<file path="config.mk">
export PLATFORM = sky130hd
export DESIGN_NAME = dost_ctrl
export DESIGN_NICKNAME = d
export VERILOG_FILES = /design/src/sv/dost_pkg.sv /design/src/sv/dost_ctrl.sv
export SDC_FILE = /design/constraint.sdc
export NUM_CORES = 1
export LEC_CHECK = 0
export BUFFER_PORTS_ARGS = -buffer_cell sky130_fd_sc_hd__buf_4
export CAP_MARGIN = 20
export CORE_UTILIZATION = 45
export CTS_BUF_LIST = sky130_fd_sc_hd__clkbuf_4
export DETAILED_ROUTE_END_ITERATION = 8
export MAX_ROUTING_LAYER = met4
export PLACE_DENSITY = 0.74
export SLEW_MARGIN = 20
export SYNTH_ARGS = -nofsm -noshare
export SYNTH_HDL_FRONTEND = slang
export SYNTH_SLANG_ARGS = --single-unit
</file>
<file path="constraint.sdc">
create_clock -name aclk -period 2.45 [get_ports aclk]
set_input_delay 0.3675 -clock aclk [delete_from_list [all_inputs] [get_ports aclk]]
set_output_delay 0.3675 -clock aclk [all_outputs]
set_load 0.02 [all_outputs]
</file>
<file path="src/sv/dost_pkg.sv">
// ----------------------------------------------------------------------------
// dost_pkg
// Shared types, constants and command structs for the draw-order table.
// ----------------------------------------------------------------------------
`default_nettype none

package dost_pkg;

    localparam int TABLE_DEPTH = 256;
    localparam int ID_BITS     = 16;
    localparam int ADDR_BITS   = $clog2(TABLE_DEPTH);
    localparam int CNT_BITS    = $clog2(TABLE_DEPTH + 1);
    localparam int KEY_BITS    = 16;

    // request codes
    localparam logic [1:0] REQ_INSERT = 2'd0;
    localparam logic [1:0] REQ_LAYER  = 2'd1;
    localparam logic [1:0] REQ_Y      = 2'd2;
    localparam logic [1:0] REQ_READ   = 2'd3;

    // status codes
    localparam logic [1:0] ST_OK       = 2'd0;
    localparam logic [1:0] ST_FULL     = 2'd1;
    localparam logic [1:0] ST_NOTFOUND = 2'd2;

    // one table entry
    typedef struct packed {
        logic [ID_BITS-1:0]         id;
        logic signed [KEY_BITS-1:0] layer;
        logic signed [KEY_BITS-1:0] y;
    } entry_t;

    // datapath operations
    typedef enum logic [3:0] {
        OP_NONE       = 4'd0,
        OP_LOAD       = 4'd1,  // capture request, clear pointer and results
        OP_RD_PTR     = 4'd2,  // read memory at ptr
        OP_RD_NEXT    = 4'd3,  // read memory at ptr+1
        OP_RD_PREV    = 4'd4,  // read memory at ptr-1
        OP_RD_SLOT    = 4'd5,  // read memory at slot_index
        OP_PTR_INC    = 4'd6,  // ptr = ptr+1
        OP_TAKE_LAYER = 4'd7,  // held layer = layer of read entry
        OP_SHIFT_UP   = 4'd8,  // write read entry at ptr, ptr up
        OP_SHIFT_DOWN = 4'd9,  // write read entry at ptr, ptr down
        OP_INIT_P     = 4'd10, // ptr = count (or count-1)
        OP_PLACE      = 4'd11, // write held entry at ptr
        OP_GRAB       = 4'd12  // capture read slot result
    } op_t;

    typedef struct packed {
        op_t        op;
        logic       dec_count;  // for INIT_P: use count-1
        logic       inc_count;  // for PLACE: one more entry
    } dp_cmd_t;

    typedef struct packed {
        logic [1:0] req;
        logic       full;
        logic       cnt_zero;
        logic       ptr_zero;
        logic       ptr_last;   // ptr+1 reaches the entry count
        logic       id_hit;     // read entry holds the request id
        logic       key_less;   // read entry key below held key
        logic       fwd_ok;     // held entry moves past the read entry
        logic       bwd_ok;     // read entry moves past the held entry
    } dp_stat_t;

endpackage

`default_nettype wire

</file>
<file path="src/sv/dost_ctrl.sv">
// ----------------------------------------------------------------------------
// dost_ctrl
// Sequencer for insert, layer change, y change and read walks.
// ----------------------------------------------------------------------------
`default_nettype none

module dost_ctrl
    import dost_pkg::*;
(
    input  wire logic      aclk,
    input  wire logic      aresetn,
    input  wire logic      s_valid,
    output logic           s_ready,
    output logic           m_valid,
    input  wire logic      m_ready,
    output logic [1:0]     m_status,
    output dp_cmd_t        cmd,
    input  wire dp_stat_t  stat
);

    typedef enum logic [14:0] {
        S_IDLE  = 15'b000000000000001,
        S_LOAD  = 15'b000000000000010,
        S_FRD   = 15'b000000000000100,
        S_FCMP  = 15'b000000000001000,
        S_RMRD  = 15'b000000000010000,
        S_RMWR  = 15'b000000000100000,
        S_PRD   = 15'b000000001000000,
        S_PCMP  = 15'b000000010000000,
        S_PLACE = 15'b000000100000000,
        S_YFRD  = 15'b000001000000000,
        S_YFCMP = 15'b000010000000000,
        S_YBRD  = 15'b000100000000000,
        S_YBCMP = 15'b001000000000000,
        S_RDW   = 15'b010000000000000,
        S_DONE  = 15'b100000000000000
    } state_t;

    state_t     state_reg, state_next;
    logic [1:0] status_reg, status_next;
    logic       m_valid_reg, m_valid_next;

    // next state and datapath commands
    always_comb begin
        state_next   = state_reg;
        status_next  = status_reg;
        m_valid_next = m_valid_reg && !m_ready;
        cmd          = '{op: OP_NONE, dec_count: 1'b0, inc_count: 1'b0};
        unique case (state_reg)
            S_IDLE: if (s_valid && !m_valid_reg) begin
                cmd.op     = OP_LOAD;
                state_next = S_LOAD;
            end
            S_LOAD: begin
                status_next = ST_OK;
                unique case (stat.req)
                    REQ_INSERT: if (stat.full) begin
                        status_next = ST_FULL;
                        state_next  = S_DONE;
                    end else begin
                        cmd.op     = OP_INIT_P;
                        state_next = S_PRD;
                    end
                    REQ_READ: begin
                        cmd.op     = OP_RD_SLOT;
                        state_next = S_RDW;
                    end
                    default: if (stat.cnt_zero) begin
                        status_next = ST_NOTFOUND;
                        state_next  = S_DONE;
                    end else begin
                        state_next = S_FRD;
                    end
                endcase
            end
            // find: lowest slot holding the id
            S_FRD: begin
                cmd.op     = OP_RD_PTR;
                state_next = S_FCMP;
            end
            S_FCMP: begin
                if (stat.id_hit) begin
                    if (stat.req == REQ_LAYER) begin
                        state_next = S_RMRD;
                    end else begin
                        cmd.op     = OP_TAKE_LAYER;
                        state_next = S_YFRD;
                    end
                end else if (stat.ptr_last) begin
                    status_next = ST_NOTFOUND;
                    state_next  = S_DONE;
                end else begin
                    cmd.op     = OP_PTR_INC;
                    state_next = S_FRD;
                end
            end
            // remove: pull entries down from ptr+1
            S_RMRD: begin
                if (stat.ptr_last) begin
                    cmd.op        = OP_INIT_P;
                    cmd.dec_count = 1'b1;
                    state_next    = S_PRD;
                end else begin
                    cmd.op     = OP_RD_NEXT;
                    state_next = S_RMWR;
                end
            end
            S_RMWR: begin
                cmd.op     = OP_SHIFT_UP;
                state_next = S_RMRD;
            end
            // insert: read ptr-1, shift up or stop
            S_PRD: begin
                if (stat.ptr_zero) begin
                    state_next = S_PLACE;
                end else begin
                    cmd.op     = OP_RD_PREV;
                    state_next = S_PCMP;
                end
            end
            S_PCMP: begin
                if (stat.key_less) begin
                    state_next = S_PLACE;
                end else begin
                    cmd.op     = OP_SHIFT_DOWN;
                    state_next = S_PRD;
                end
            end
            S_PLACE: begin
                cmd.op        = OP_PLACE;
                cmd.inc_count = stat.req == REQ_INSERT;
                state_next    = S_DONE;
            end
            // y change: bubble forward past same-layer neighbors
            S_YFRD: begin
                if (stat.ptr_last) begin
                    state_next = S_YBRD;
                end else begin
                    cmd.op     = OP_RD_NEXT;
                    state_next = S_YFCMP;
                end
            end
            S_YFCMP: begin
                if (stat.fwd_ok) begin
                    cmd.op     = OP_SHIFT_UP;
                    state_next = S_YFRD;
                end else begin
                    state_next = S_YBRD;
                end
            end
            // y change: then bubble backward
            S_YBRD: begin
                if (stat.ptr_zero) begin
                    state_next = S_PLACE;
                end else begin
                    cmd.op     = OP_RD_PREV;
                    state_next = S_YBCMP;
                end
            end
            S_YBCMP: begin
                if (stat.bwd_ok) begin
                    cmd.op     = OP_SHIFT_DOWN;
                    state_next = S_YBRD;
                end else begin
                    state_next = S_PLACE;
                end
            end
            S_RDW: begin
                cmd.op     = OP_GRAB;
                state_next = S_DONE;
            end
            S_DONE: begin
                m_valid_next = 1'b1;
                state_next   = S_IDLE;
            end
            default: state_next = S_IDLE;
        endcase
    end

    always_ff @(posedge aclk) begin
        if (!aresetn) begin
            state_reg   <= S_IDLE;
            m_valid_reg <= 1'b0;
            status_reg  <= ST_OK;
        end else begin
            state_reg   <= state_next;
            m_valid_reg <= m_valid_next;
            status_reg  <= status_next;
        end
    end

    assign s_ready  = state_reg == S_IDLE && !m_valid_reg;
    assign m_valid  = m_valid_reg;
    assign m_status = status_reg;

    // checks
    a_no_accept_busy: assert property (@(posedge aclk) disable iff (!aresetn)
        s_ready |-> !m_valid) else $error("accept while result pending");
    a_done_valid: assert property (@(posedge aclk) disable iff (!aresetn)
        state_reg == S_DONE |=> m_valid) else $error("result not raised");
    a_status_range: assert property (@(posedge aclk) disable iff (!aresetn)
        m_valid |-> (m_status == ST_OK || m_status == ST_FULL || m_status == ST_NOTFOUND))
        else $error("bad status");

endmodule

`default_nettype wire

</file>
==> run_results.csv, run 1 <==
group,metric,value,unit
timing,finalHoldViolCount,0,
global_route,grt.total_usage,0.270,
run_status,status,"finished with violations",
run_status,violations,"negative setup slack",
synth,ys_warn_count,0,
critical_path,start_kind,"flop",
drt,wl_per_cell,16.1,um
timing,tightest_slew,0.443,ns
final_layout,final_cell_mix,"buf_4 (37), nor2_1 (19), dfxtp_1 (12)",
die,die_w,54.1,um
drt,vias_per_cell,6.14,
global_route,grt_max_degree,14,
synth,syn_nets,172,
die,dieHeight,54.1,um
critical_path,critPathMaxFanout,2,
timing,maxSlewHeadroom,0.701,
pwr,pwr_density_cell,400,mW/mm2
timing,fmaxAchievable,395,MHz
timing,grt_setup_unrepaired,"yes",
timing,fin_skew,0.0121,ns
final_layout,layout_commonest_cell,"buf_4",
timing,finalSetupTns,-0.164,ns
placed_design,gp_congestion,0.890,
die,core,0.00252,mm2
clock_tree,cts_tree,"built",
global_route,antenna_found_initial,0,
die,initial_core_util,0.484,
die,rows,18,
final_layout,area_growth,28.5,%
final_layout,nets,209,
min_path,min_path_type,"primary input to flop",
pwr,leakage,0.652,nW
placed_design,dp_hpwl,2.61,mm
synth,syn_area_per_cell,7.88,um2
final_layout,drive_gt1_frac,0.298,
final_layout,fill_cells,234,
clock_tree,clock_sinks,18,
clock_tree,clkLatencyLatePin,0.31,ns
critical_path,path_class,"flop to primary output",
clock_tree,hold_buffers,0,
die,design.die.area,0.00293,mm2
critical_path,cp.required,2.08,ns
clock_tree,clockBufferDepth,2,
drt,drt_iter0_markers,63,
critical_path,critPathCaptureType,"primary output",
drt,drc,0,
synth,syn_area,0.00122,mm2
timing,setup-violations-final,2,
clock_tree,numCtsBuffers,3,
final_layout,largest_reg_flops,15,
global_route,grt_overflow,0,
drt,vias,1356,
drt,wirelength,3.55,mm
placed_design,port_buffers,23,
pwr,vdd_drop_max,369,uV
synth,ys_seq_elements,18,
synth,ys_types,40,
global_route,grt_pass1_wl,5.42,mm
global_route,grt_pass1_vias,1174,
synth,ys.flop_type,"dfxtp_1",
drt,dr.pass1.iters,4,
synth,synth-edff-count,0,
job,drv_cap,0,
synth,async_flop_share,0,
die,io_pins,24,
timing,layout_min_cycle_time,2.53,ns
timing,worst_slack,-0.0843,ns
final_layout,diodes,0,
drt,antenna_left,0,
timing,drv_slew,0,
timing,period_share,1.03,
critical_path,cp.arrival,2.17,ns
synth,syn_inst,155,
synth,ys_seq_area_frac,0.295,
clock_tree,h-tree-depth,1,
clock_tree,clk_pin_slew,0.12,ns
clock_tree,cts-root-buf,"clkbuf_4",
final_layout,fin_util,0.622,
-- stage by stage --
step	worst slack [ns]	total power [mW]	std cells	hold slack (ns)	cell area (um2)
floorplan	0.127	0.401	155	0.443	1220
global placement	0.148	0.460	214	0.503	1480
detailed placement	0.120	0.462	214	0.504	1480
CTS	-0.0718	0.621	220	0.250	1530
global route	-0.146	0.651	221	0.260	1570
finish	-0.0843	0.627	221	0.247	1570
-- worst paths after layout --
| check | startpoint | to | slack (ns) | depth (start not counted) |
|---|---|---|---|---|
| max | state_reg[4] | cmd[2] | -0.08 | 6 |
| min | stat[5] | state_reg[7] | 0.25 | 2 |
| max reg2reg | state_reg[8] | state_reg[0] | 0.46 | 7 |
| min reg2reg | m_status[1] | m_status[1] | 0.52 | 2 |
-- metal layers --
| layer | track usage | vias up | share of wire | routed length [um] |
|---|---|---|---|---|
| met5 | - | - | 0 | 0 |
| met4 | 0.0855 | 0 | 0.018 | 63 |
| met3 | 0.0339 | 11 | 0.080 | 283 |
| met2 | 0.444 | 83 | 0.47 | 1670 |
| met1 | 0.341 | 613 | 0.43 | 1540 |
| li1 | - | 649 | - | - |
-- where the power goes --
part | leakage (nW) | total, mW | switching, mW | internal, mW
registers | 0.149 | 0.306 | 0.00845 | 0.298
logic | 0.488 | 0.160 | 0.0892 | 0.0713
clock network | 0.0154 | 0.161 | 0.101 | 0.0595
total | 0.652 | 0.627 | 0.199 | 0.428
-- synth_stat cells, types with 2 or more instances --
library cell / number / area share
nor3_1: 9 / 0.037
o21a_1: 2 / 0.012
nor4b_1: 6 / 0.043
xor2_1: 3 / 0.022
a21oi_1: 9 / 0.037
nor4_1: 6 / 0.031
nand3b_1: 2 / 0.012
nor4_4: 2 / 0.035
inv_1: 8 / 0.025
a211oi_1: 2 / 0.012
buf_2: 2 / 0.0082
nand4_1: 5 / 0.026
nand2b_1: 3 / 0.015
nor3b_1: 2 / 0.012
o21ai_0: 4 / 0.016
ha_1: 3 / 0.031
nand3_1: 7 / 0.029
nand4b_1: 2 / 0.014
nand2_1: 11 / 0.034
and3_1: 4 / 0.020
a41oi_1: 2 / 0.014
nor2_1: 19 / 0.058
xnor2_1: 2 / 0.014
a32oi_1: 2 / 0.014
nor2b_1: 6 / 0.031
dfxtp_1: 18 / 0.30
-- worst max-delay path, stage by stage, from the launching register on --
cell and delay (ns):
dfxtp_2 0.35, nor4_4 0.35, nand4_2 0.15, or3b_4 0.40, or3b_1 0.37, nand4_1 0.09
buf_4 0.14
-- cells by family (layout without fill, tap and decap cells) --
logic type | count (synthesis) | count (layout) | synth area share
XOR/XNOR | 5 | 5 | 0.0359
buffers and inverters | 13 | 49 | 0.0512
AND/OR/NAND/NOR | 89 | 89 | 0.436
flip-flops | 18 | 18 | 0.295
adder cells (fa/ha/maj) | 3 | 3 | 0.0307
AO/OA/AOI/OAI | 27 | 27 | 0.151
-- area by class of cell --
class | count | area, um2 | share of cell area
well taps | 30 | 37.5 | 0.0239
inverters | 8 | 30.0 | 0.0191
clock buffers | 3 | 22.5 | 0.0144
clock inverters | 1 | 3.75 | 0.00239
multi-input cells | 124 | 827 | 0.527
flip-flops and latches | 18 | 370 | 0.236
repair buffers | 37 | 278 | 0.177
-- timing repair --
item	CTS	global route
pin swaps	6	1
buffers inserted	2	1
endpoints found under the setup margin	2	4
resized for setup	5	7
endpoints found under the hold margin	0	0
Note: power is estimated with default switching activity, not from simulation.
==> inputs of run 2 (changes only) <==
--- a/config.mk
+++ b/config.mk
@@ -8,7 +8,7 @@
 export BUFFER_PORTS_ARGS = -buffer_cell sky130_fd_sc_hd__buf_4
 export CAP_MARGIN = 20
 export CORE_UTILIZATION = 45
-export CTS_BUF_LIST = sky130_fd_sc_hd__clkbuf_4
+export CTS_BUF_LIST = sky130_fd_sc_hd__clkbuf_4 sky130_fd_sc_hd__clkbuf_8 sky130_fd_sc_hd__clkbuf_16
 export DETAILED_ROUTE_END_ITERATION = 8
 export MAX_ROUTING_LAYER = met4
 export PLACE_DENSITY = 0.74
==> run 2 against run 1 <==
  * The flow still finishes with violations (negative setup slack)
  * Core utilization up 2.1 points
  * Via count increased by 2.1%
  * Critical path depth unchanged
  * Worst setup slack got worse by 0.026 ns
  * Combinational power increased by 2%
  * Flip-flop and latch count is the same
  * Design area is 3.3% higher
  * Maximum frequency shrank 1.0%
  * Total power up 5.7%
  * Sequential share of layout area decreased by 0.53 points
  * Non-clock buffer count rose by 1
  * Highest routed layer unchanged
==> run_results.csv, run 2 (synthesis gave the netlist of run 1 again) <==
group,metric,value,unit
final_layout,area_growth,32.8,%
die,io_pins,24,
timing,fin_skew,0.0120,ns
final_layout,layout_commonest_cell,"buf_4",
drt,drt_iter0_markers,101,
critical_path,cp.arrival,2.19,ns
timing,period_share,1.04,
clock_tree,h-tree-depth,1,
timing,drv_slew,0,
global_route,grt_pass1_vias,1208,
drt,wl_met1,1.54,mm
timing,finalHoldViolCount,0,
clock_tree,numCtsBuffers,3,
clock_tree,clkLatencyLatePin,0.32,ns
global_route,grt_overflow,0,
critical_path,critPathCaptureType,"primary output",
drt,wl_per_cell,16.4,um
placed_design,gp_congestion,0.890,
drt,vias_per_cell,6.24,
global_route,grt_max_degree,14,
clock_tree,cts-root-buf,"clkbuf_4",
timing,tightest_slew,0.436,ns
pwr,pwr-share-seq,0.461,
run_status,violations,"negative setup slack",
run_status,status,"finished with violations",
drt,vias,1385,
placed_design,pre_cts_slack,0.120,ns
pwr,combPwrFrac,0.247,
pwr,clkPwrFrac,0.292,
final_layout,multi_input_area,858,um2
pwr,leakage,0.671,nW
die,design.die.area,0.00293,mm2
final_layout,nets,210,
clock_tree,clockBufferDepth,2,
timing,setup-violations-final,3,
pwr,power_switching,203,uW
timing,fin_hold_ws,0.238,ns
pwr,pwr_density_cell,409,mW/mm2
critical_path,cp.required,2.08,ns
final_layout,seq_area,374,um2
drt,wirelength,3.64,mm
clock_tree,clock_sinks,18,
clock_tree,hold_buffers,0,
critical_path,critPathMaxFanout,7,
drt,dr.pass1.iters,6,
pwr,vdd_drop_max,382,uV
placed_design,dp_hpwl,2.61,mm
final_layout,drive_gt1_frac,0.328,
global_route,grt.total_usage,0.280,
timing,fmaxAchievable,391,MHz
drt,drc,0,
die,rows,18,
global_route,antenna_found_initial,0,
critical_path,start_kind,"flop",
final_layout,final_cell_mix,"buf_4 (38), nor2_1 (19), nand2_1 (11), dfxtp_1 (11), a21oi_1 (9)",
critical_path,r2r_slack,0.36,ns
clock_tree,clk_pin_slew,0.11,ns
final_layout,fill_cells,223,
final_layout,diodes,0,
final_layout,largest_reg_flops,15,
drt,wl_met2,1.65,mm
global_route,grt_pass1_wl,5.58,mm
placed_design,port_buffers,23,
die,dieHeight,54.1,um
pwr,p_int,460,uW
min_path,min_path_type,"primary input to flop",
pwr,netSwitchingFraction,0.306,
clock_tree,cts_tree,"built",
die,die_w,54.1,um
timing,grt_setup_unrepaired,"yes",
timing,maxSlewHeadroom,0.705,
job,drv_cap,0,
drt,highest_layer,"met4",
die,initial_core_util,0.484,
timing,worst_slack,-0.110,ns
drt,antenna_left,0,
critical_path,path_class,"flop to primary output",
timing,layout_min_cycle_time,2.56,ns
die,core,0.00252,mm2
drt,route.met3.wl,299,um
run 2: changes by cell type in the layout (fill, tap and decap cells not counted):
cell      delta
nor4_4       +1
a211oi_2     +1
clkinv_1     -1
buf_4        +1
dfxtp_4      +1
nand3_1      -1
nor3_4       +1
clkbuf_8     +1
nor3_2       -1
nor4_1       -1
a211oi_1     -1
nand3_2      +1
dfxtp_1      -1
run 2: repair_timing:
item / CTS / global route
setup endpoints to repair: 4 / 4
endpoints found under the hold margin: 0 / 0
cloned: 0 / 0
setup buffers: 2 / 2
resized for setup: 7 / 12
pin swaps: 6 / 2
run 2: routing by layer:
metal,up-vias,global-route usage
li1,654,-
met1,633,0.344
met5,-,-
met2,78,0.442
met3,20,0.0424
met4,0,0.141
run 2: worst paths after layout:
check,cells past startpoint,to,from
worst max-delay path,6,cmd[2],state_reg[5]
worst min-delay path,2,state_reg[7],stat[5]
worst max register to register,8,state_reg[0],state_reg[8]
worst min register to register,2,m_status[1],m_status[1]
run 2: stage by stage:
step / util / cell area, um2 / power [mW] / std cells / TNS [ns]
after CTS: 0.615 / 1550 / 0.654 / 220 / -0.126
final: 0.643 / 1620 / 0.663 / 222 / -0.211
after floorplan: - / 1220 / 0.401 / 155 / 0
after global routing: 0.643 / 1620 / 0.692 / 222 / -0.373
after detailed placement: 0.587 / 1480 / 0.462 / 214 / 0
after global placement: 0.587 / 1480 / 0.460 / 214 / 0
run 2: cell type report:
| cell class | count | area share |
|---|---|---|
| well taps | 30 | 0.0231 |
| clock buffers | 4 | 0.0224 |
| multi-input cells | 124 | 0.529 |
| repair buffers | 38 | 0.176 |
| inverters | 8 | 0.0185 |
| flip-flops and latches | 18 | 0.231 |
run 2: worst max-delay path: stages, from the launching register on:
cell,delay (ns)
dfxtp_4,0.41
nor4_4,0.31
nand4_2,0.15
or3b_4,0.40
or3b_1,0.37
nand4_1,0.09
buf_4,0.15
run 2: power by group through the flow:
stage               Combinational (mW)  Clock, mW  Sequential, mW
global route                     0.175      0.209           0.307
global placement                 0.148          0           0.313
CTS                              0.156      0.193           0.305
finish                           0.164      0.194           0.306
floorplan                       0.0883          0           0.312
detailed placement               0.149          0           0.313
==> inputs of run 3 (changes only) <==
--- a/config.mk
+++ b/config.mk
@@ -12,6 +12,7 @@
 export DETAILED_ROUTE_END_ITERATION = 8
 export MAX_ROUTING_LAYER = met4
 export PLACE_DENSITY = 0.74
+export SETUP_SLACK_MARGIN = 0.2
 export SLEW_MARGIN = 20
 export SYNTH_ARGS = -nofsm -noshare
 export SYNTH_HDL_FRONTEND = slang
==> run 3 against run 2 <==
  * Largest power group unchanged
  * Worst setup slack improved by 0.029 ns
  * The flow still finishes with violations (negative setup slack)
  * Critical endpoint unchanged
  * Sequential share of layout area down 3.7 points
  * Die area unchanged
  * Largest cell class unchanged
==> run_results.csv, run 3 (synthesis gave the netlist of run 1 again) <==
group,metric,value,unit
global_route,grt_pass1_vias,1378,
run_status,violations,"negative setup slack",
clock_tree,clockBufferDepth,2,
die,io_pins,24,
die,initial_core_util,0.484,
drt,wl_per_cell,17.8,um
drt,vias_per_cell,6.06,
pwr,pwr_density_cell,370,mW/mm2
drt,antenna_left,0,
timing,fin_skew,0.00310,ns
timing,drv_slew,0,
die,core,0.00252,mm2
clock_tree,clock_sinks,18,
placed_design,gp_congestion,0.897,
timing,fmaxAchievable,395,MHz
final_layout,diodes,0,
drt,dr.pass1.iters,4,
global_route,grt_overflow,0,
timing,finalHoldViolCount,0,
timing,maxSlewHeadroom,0.693,
final_layout,drive_gt1_frac,0.500,
die,design.die.area,0.00293,mm2
min_path,min_path_type,"primary input to flop",
final_layout,layout_commonest_cell,"buf_4",
timing,layout_min_cycle_time,2.53,ns
clock_tree,clk_pin_slew,0.11,ns
critical_path,critPathMaxFanout,2,
pwr,leakage,0.821,nW
drt,drt_iter0_markers,59,
min_path,holdPathEnd,"state_reg[7]",
timing,setup-violations-final,1,
clock_tree,cts_tree,"built",
critical_path,start_kind,"flop",
critical_path,path_class,"flop to primary output",
die,dieHeight,54.1,um
global_route,antenna_found_initial,0,
drt,wirelength,4.34,mm
global_route,grt_pass1_wl,6.38,mm
min_path,min_path_cells,2,
placed_design,port_buffers,23,
drt,drc,0,
critical_path,r2r_cells,13,
final_layout,largest_reg_flops,15,
min_path,worstHoldStart,"stat[5]",
global_route,grt.total_usage,0.321,
pwr,power,724,uW
timing,period_share,1.03,
critical_path,timing.rr.end,"state_reg[0]",
run_status,status,"finished with violations",
critical_path,critPathCaptureType,"primary output",
critical_path,cp.arrival,2.16,ns
timing,grt_setup_unrepaired,"yes",
job,drv_cap,0,
timing,worst_slack,-0.0813,ns
drt,vias,1478,
critical_path,cp.required,2.08,ns
critical_path,reg2reg_from,"state_reg[9]",
clock_tree,cts-root-buf,"clkbuf_4",
timing,tightest_slew,0.455,ns
clock_tree,numCtsBuffers,3,
final_layout,nets,232,
final_layout,area_growth,60.2,%
final_layout,final_cell_mix,"buf_4 (48), nor2_1 (16), buf_6 (12)",
critical_path,r2r_slack,0.25,ns
die,die_w,54.1,um
die,rows,18,
pwr,vdd_drop_max,382,uV
global_route,grt_max_degree,14,
placed_design,dp_hpwl,2.67,mm
clock_tree,h-tree-depth,1,
timing,finalSetupTns,-0.0813,ns
clock_tree,clkLatencyLatePin,0.31,ns
==> run 3: what timing repair did <==
| action | 4_1_cts | 5_1_grt |
|---|---|---|
| endpoints found under the hold margin | 0 | 0 |
| setup endpoints to repair | 5 | 7 |
| gates resized for setup | 40 | 22 |
| hold buffers | 0 | 0 |
| setup buffers | 20 | 7 |
| pin swaps | 14 | 12 |
==> run 3: power breakdown <==
part	internal, mW	total [mW]	switching (mW)
Clock	0.0910	0.194	0.103
Combinational	0.110	0.225	0.115
Sequential	0.295	0.305	0.00956
==> run 3: worst max path at each step <==
stage | start | endpoint | cells after the start
global placement | state_reg[8] | cmd[2] | 6
finish | state_reg[5] | cmd[2] | 6
global route | state_reg[5] | cmd[2] | 6
CTS | state_reg[5] | cmd[2] | 6
floorplan | state_reg[6] | cmd[2] | 6
detailed placement | state_reg[8] | cmd[2] | 6
==> run 3: worst max-delay path, stage by stage (launching register included) <==
cell and delay [ns]:
dfxtp_4 0.37, nor4_4 0.31, nand4_2 0.14, or3b_4 0.40, or3b_4 0.38, nand4_1 0.13, buf_6 0.13
==> run 3: layout make-up <==
| cell class | instances | area [um2] |
|---|---|---|
| Timing Repair Buffer | 60 | 495 |
| Clock buffer | 4 | 36.3 |
| Sequential cell | 18 | 379 |
| Inverter | 8 | 30.0 |
| Fill cell | 168 | 566 |
| Tap cell | 30 | 37.5 |
| Multi-Input combinational cell | 124 | 978 |
==> run 3: metrics by stage <==
| step | hold WS, ns | instance area, um2 | cells | util | worst slack (ns) |
|---|---|---|---|---|---|
| after detailed placement | 0.510 | 1470 | 213 | 0.584 | 0.147 |
| after global routing | 0.233 | 1960 | 244 | 0.776 | -0.165 |
| after global placement | 0.501 | 1470 | 213 | 0.584 | 0.181 |
| final | 0.245 | 1960 | 244 | 0.776 | -0.0813 |
| after CTS | 0.263 | 1810 | 237 | 0.719 | -0.116 |
| after floorplan | 0.443 | 1230 | 155 | - | 0.155 |
==> run 3: routing by layer <==
layer,track usage,part of all wire
met5,-,0
met3,0.0678,0.057
met2,0.525,0.48
met1,0.350,0.42
met4,0.205,0.039
